===== src/ats_pkg.sv =====
// shared types and constants for the asymmetric tanh saturator
// no dependencies; used by every module of the block
`default_nettype none

package ats_pkg;

  localparam int SAMPLE_BITS      = 16;
  localparam int CHANNELS_DEF     = 2;
  localparam int TANH_ENTRIES_DEF = 256;

  // configuration port
  localparam int CFG_W     = 16;
  localparam int CFG_IDX_W = 3;

  localparam logic [CFG_IDX_W-1:0] REG_INPUT_GAIN  = 3'd0;
  localparam logic [CFG_IDX_W-1:0] REG_ASYMMETRY   = 3'd1;
  localparam logic [CFG_IDX_W-1:0] REG_TONE_COEFF  = 3'd2;
  localparam logic [CFG_IDX_W-1:0] REG_MIX_AMOUNT  = 3'd3;
  localparam logic [CFG_IDX_W-1:0] REG_OUTPUT_GAIN = 3'd4;

  localparam logic [15:0]        RST_INPUT_GAIN  = 16'd8173;
  localparam logic signed [15:0] RST_ASYMMETRY   = 16'sd3277;
  localparam logic [14:0]        RST_TONE_COEFF  = 15'd23829;
  localparam logic [15:0]        RST_MIX_AMOUNT  = 16'd32768;
  localparam logic [14:0]        RST_OUTPUT_GAIN = 15'd2900;

  localparam logic [15:0] MIX_FULL = 16'd32768;

  // tanh table entries, Q0.15
  localparam int TANH_W = 15;

  // shared multiplier
  localparam int MUL_W  = 24;
  localparam int PROD_W = 2 * MUL_W;

  typedef struct packed {
    logic [0:0]                    channel;
    logic signed [SAMPLE_BITS-1:0] sample_in;
  } in_word_t;

  typedef struct packed {
    logic [0:0]                    channel_out;
    logic signed [SAMPLE_BITS-1:0] sample_out;
  } out_word_t;

  typedef struct packed {
    logic [15:0]        input_gain;
    logic signed [15:0] asymmetry;
    logic [14:0]        tone_coeff;
    logic [15:0]        mix_amount;
    logic [14:0]        output_gain;
  } cfg_t;

  typedef struct packed {
    logic                    en;
    logic signed [MUL_W-1:0] a;
    logic signed [MUL_W-1:0] b;
  } mul_req_t;

endpackage

`default_nettype wire


===== src/ats_mul.sv =====
// shared signed multiplier with registered product
// depends on ats_pkg
`default_nettype none

module ats_mul (
  input  wire logic                            clk,
  input  wire ats_pkg::mul_req_t               req,
  output logic signed [ats_pkg::PROD_W-1:0]    prod
);
  import ats_pkg::*;

  always_ff @(posedge clk) begin
    if (req.en) begin
      prod <= PROD_W'(req.a) * PROD_W'(req.b);
    end
  end

endmodule

`default_nettype wire


===== config.mk =====
export PLATFORM = sky130hd
export DESIGN_NAME = ats_mul
export DESIGN_NICKNAME = d
export VERILOG_FILES = /design/src/ats_pkg.sv /design/src/ats_mul.sv
export SDC_FILE = /design/constraint.sdc
export NUM_CORES = 2
export LEC_CHECK = 0
export BUFFER_PORTS_ARGS = -buffer_cell sky130_fd_sc_hd__buf_2
export CAP_MARGIN = 10
export CORE_MARGIN = 1.5
export CORE_UTILIZATION = 55
export DETAILED_ROUTE_END_ITERATION = 10
export GPL_TIMING_DRIVEN = 0
export PLACE_DENSITY = 0.72
export SETUP_SLACK_MARGIN = 0.1
export SKIP_CTS_REPAIR_TIMING = 1
export SLEW_MARGIN = 20
export SYNTH_ARGS = -nofsm -noshare
export SYNTH_HDL_FRONTEND = slang
export SYNTH_SLANG_ARGS = --single-unit
export TNS_END_PERCENT = 10

===== constraint.sdc =====
create_clock -name clk -period 11.7 [get_ports clk]
set_input_delay 2.34 -clock clk [delete_from_list [all_inputs] [get_ports clk]]
set_output_delay 2.34 -clock clk [all_outputs]
set_load 0.005 [all_outputs]

# Word level (Yosys, flattened, before mapping)
# Cells that the tools add are included.
[totals] output_inout_bits=48 elab_cells=2 regBits=48
[classes] n_mul=1
[op_table] op="$mul A24 B24 Y48" count=1

# Longest topological paths before layout
[logic_depth] depth_word=1 mapped_depth=27

# Least setup slack after synthesis
# Ideal clock, no wire load.
[synth_path] path_kind="input to register" start="in req[47] in the netlist's numbering" end="reg prod[46] in the netlist's numbering, data pin" arrival_ns=8.745 required_time_ns=11.442 setup_slack_ns=2.697 path_stages=22 cell_sequence="clkbuf_1 nand2_1 inv_1 fa_1 fa_1 inv_1 fa_1 inv_1 fa_1 fa_1 fa_1 fa_1 ha_1 a211oi_1 nand2b_1 a2111oi_0 o2111ai_1 nand2_1 o311ai_2 a211o_1 a21oi_1 xnor2_1"
[synth_via] elab_chain_cells=1
[synth_rtl] item="start: declaration" line="ats_mul.sv:7" rtl="input wire ats_pkg::mul_req_t req,"
[synth_rtl] item="$mul A24 B24 Y48" line="ats_mul.sv:14" rtl="prod <= PROD_W'(req.a) * PROD_W'(req.b);"
[synth_rtl] item="end signal: assignment" line="ats_mul.sv:14"
[synth_rtl] item="end: declaration" line="ats_mul.sv:8" rtl="output logic signed [ats_pkg::PROD_W-1:0] prod"
# No other way between the ends.
# A chain may end at the register's enable or synchronous reset.

# Worst setup path after layout
# Ends and elaborated chain as after synthesis.

==> impl_metrics.toml <==
[outcome]
status = "finished clean"

[cells_and_area]
finish.utilization_pct = 59.5
antenna_cells = 0
syn_to_final_growth_pct = 5.76
n_fill_cell = 3499
final_common_cell = "fa_1"
drive_above_1_share_pct = 5.15
seq_area_um2 = 1440
reg_top3 = "prod x48"
largest_reg_flops = 48
regMostFlops = "prod"
final_cell_mix = "607 x fa_1, 590 x inv_1, 307 x nand2_1"
nets = 3216
multi_input_area_um2 = 18500
fin_cells = 2950

[worst_hold_path]
hold_depth = 1
holdPathEnd = "prod[40]"
hold_class = "input port to flip-flop"
hp-start = "req[48]"

[synth]
async_flop_share_pct = 0
synth_ff_type = "edfxtp_1"
synth_nets = 3112
synth_warnings = 0
synth_edf_count = 48
avgSynthCellArea_um2 = 9.69
ys_types = 54
ys_seq_area_share_pct = 6.41
syn_area_um2 = 22500
synthCells = 2321
synth-seq-cells = 48

[cts]
cts_tree = "done"
clock-root-buffer = "clkbuf_16"
cts_buffers = 5
clockBufferDepth = 2
cts_sinks = 48
path_clk_slew_ps = 70
htreeDepth = 2

[sta]
slew_headroom_pct = 32.6
rsz0062_at_grt = "false"
finalHoldViolCount = 0
tightest_slew_ps = 1000
post-route-period-util_pct = 94.6
fin_crit_ps = 11060
slew_viol_final = 0
fmax_mhz = 90.4
setup_viol = 0

[critical_path]
crit_required_ps = 11790
worstPathCellList = "buf_2 > clkdlybuf4s15_1 > nand2_1 > inv_1 > fa_1 > fa_1 > inv_1 > fa_1 > inv_1 > fa_1 > fa_1 > fa_1 > fa_1 > ha_1 > a211oi_1 > nand2b_1 > a2111oi_2 > o2111ai_1 > nand2_1 > o311ai_2 > a211o_1 > a21oi_1 > xnor2_1"
slowest_stage = "fa_1"
worst-setup-path-type = "input port to flip-flop"
crit_top_cell = "fa_1"
critPathMaxFanout = 10
crit_family = "adder cells"
start_kind = "input port"
arrival_ps = 11150
setup.worst_path.end_class = "flip-flop"
cp_slowest_stage_delay_ps = 780
critPathBufInv = 5

[grt]
grt_pass1_wl_um = 106000
antenna_found_initial = 4
grt_usage_pct = 35.0
grt_pass1_vias = 18373
grt_overflow_total = 0
grt_max_degree = 49

[die]
initial_utilization_pct = 56.2
die_area_um2 = 42100
pin_count = 98
die_h_um = 205
rows = 73
dieWidth_um = 205
fp.coreArea_um2 = 40000

[place]
portBuffers = 97
hpwl_um = 58300
dp.cells = 2943
place.gp.congestion = 1.07

[route]
drc = 0
wl_met2_um = 32200
wl_met1_um = 24800
top_layer = "met5"
drt-initial-drc-count = 1177
ant_nets = 0
drt_wl_total_um = 68200
vias_per_cell = 5.60
num_vias = 16514
wl_per_cell_um = 23.1
met3_length_um = 6270
firstDrtPassIters = 5

[job]
cap_violations = 0
## cells by family (layout without fill, tap and decap cells)
kind of cell    after synthesis  after routing  share of synthesized area (%)
simple gates                661            661                           14.5
fa+ha+maj                   741            741                           61.5
buf+inv                     690            794                           11.6
compound gates              127            127                           3.95
xor+xnor                     54             54                           2.10
flops                        48             48                           6.41
## cell usage after synthesis, drive strengths merged, types with 2 or more instances
cell type,n,area [um2]
a2111oi,2,36.3
a21bo,2,20.0
a31o,4,35.0
edfxtp,48,1440
o2111ai,2,17.5
o211ai,5,37.5
o21bai,10,75.1
ha,134,1680
nor2b,2,12.5
and4,3,28.8
a211oi,9,77.6
xor2,11,96.3
a21boi,3,22.5
a21o,13,97.6
or2,2,12.5
o21ai,24,124
a221oi,3,38.8
nor3,4,20.0
xnor2,43,377
nand2b,10,62.6
nand4,4,25.0
inv,590,2210
clkbuf,95,357
nand2,307,1150
and3,5,31.3
o21a,3,22.5
and2,274,1710
o311ai,2,25.0
nor2,39,146
a211o,2,17.5
fa,607,12200
buf,4,25.0
a311oi,3,32.5
a21oi,38,194
nand3,8,40.0
## cell type report
cell class / instances / area share [%]
Buffer: 99 / 1.63
Clock buffer: 5 / 0.526
Clock inverter: 2 / 0.0526
Inverter: 591 / 9.32
Multi-Input combinational cell: 1583 / 77.6
Sequential cell: 48 / 6.06
Tap cell: 525 / 2.76
Timing Repair Buffer: 97 / 2.05
## worst max-delay path by stage
stage | start | slack (ps) | to | cells past startpoint
floorplan | req[47] | 2700 | prod[46] | 22
global placement | req[47] | -90 | prod[46] | 23
detailed placement | req[47] | -250 | prod[46] | 23
CTS | req[47] | 90 | prod[46] | 23
global route | req[47] | 150 | prod[46] | 23
finish | req[47] | 640 | prod[46] | 23
## per-stage QoR
step                hold WS (ps)  area, um2  worst slack [ps]  setup TNS [ps]
floorplan                   2450      22500              2700               0
global placement            2740      23600             -94.4            -150
detailed placement          2730      23600              -249            -716
CTS                         2490      23800              86.8               0
global route                2550      23800               153               0
finish                      2540      23800               636               0
## per-layer routing
metal  vias up  GRT usage (%)
li1       6907              -
met1      8506           43.9
met2       852           55.8
met3       243           7.08
met4         6           21.9
met5         -              0
Power is left out: the tool's default activity adds up to more than one toggle a clock period on the data nets, which glitch-free logic cannot reach.
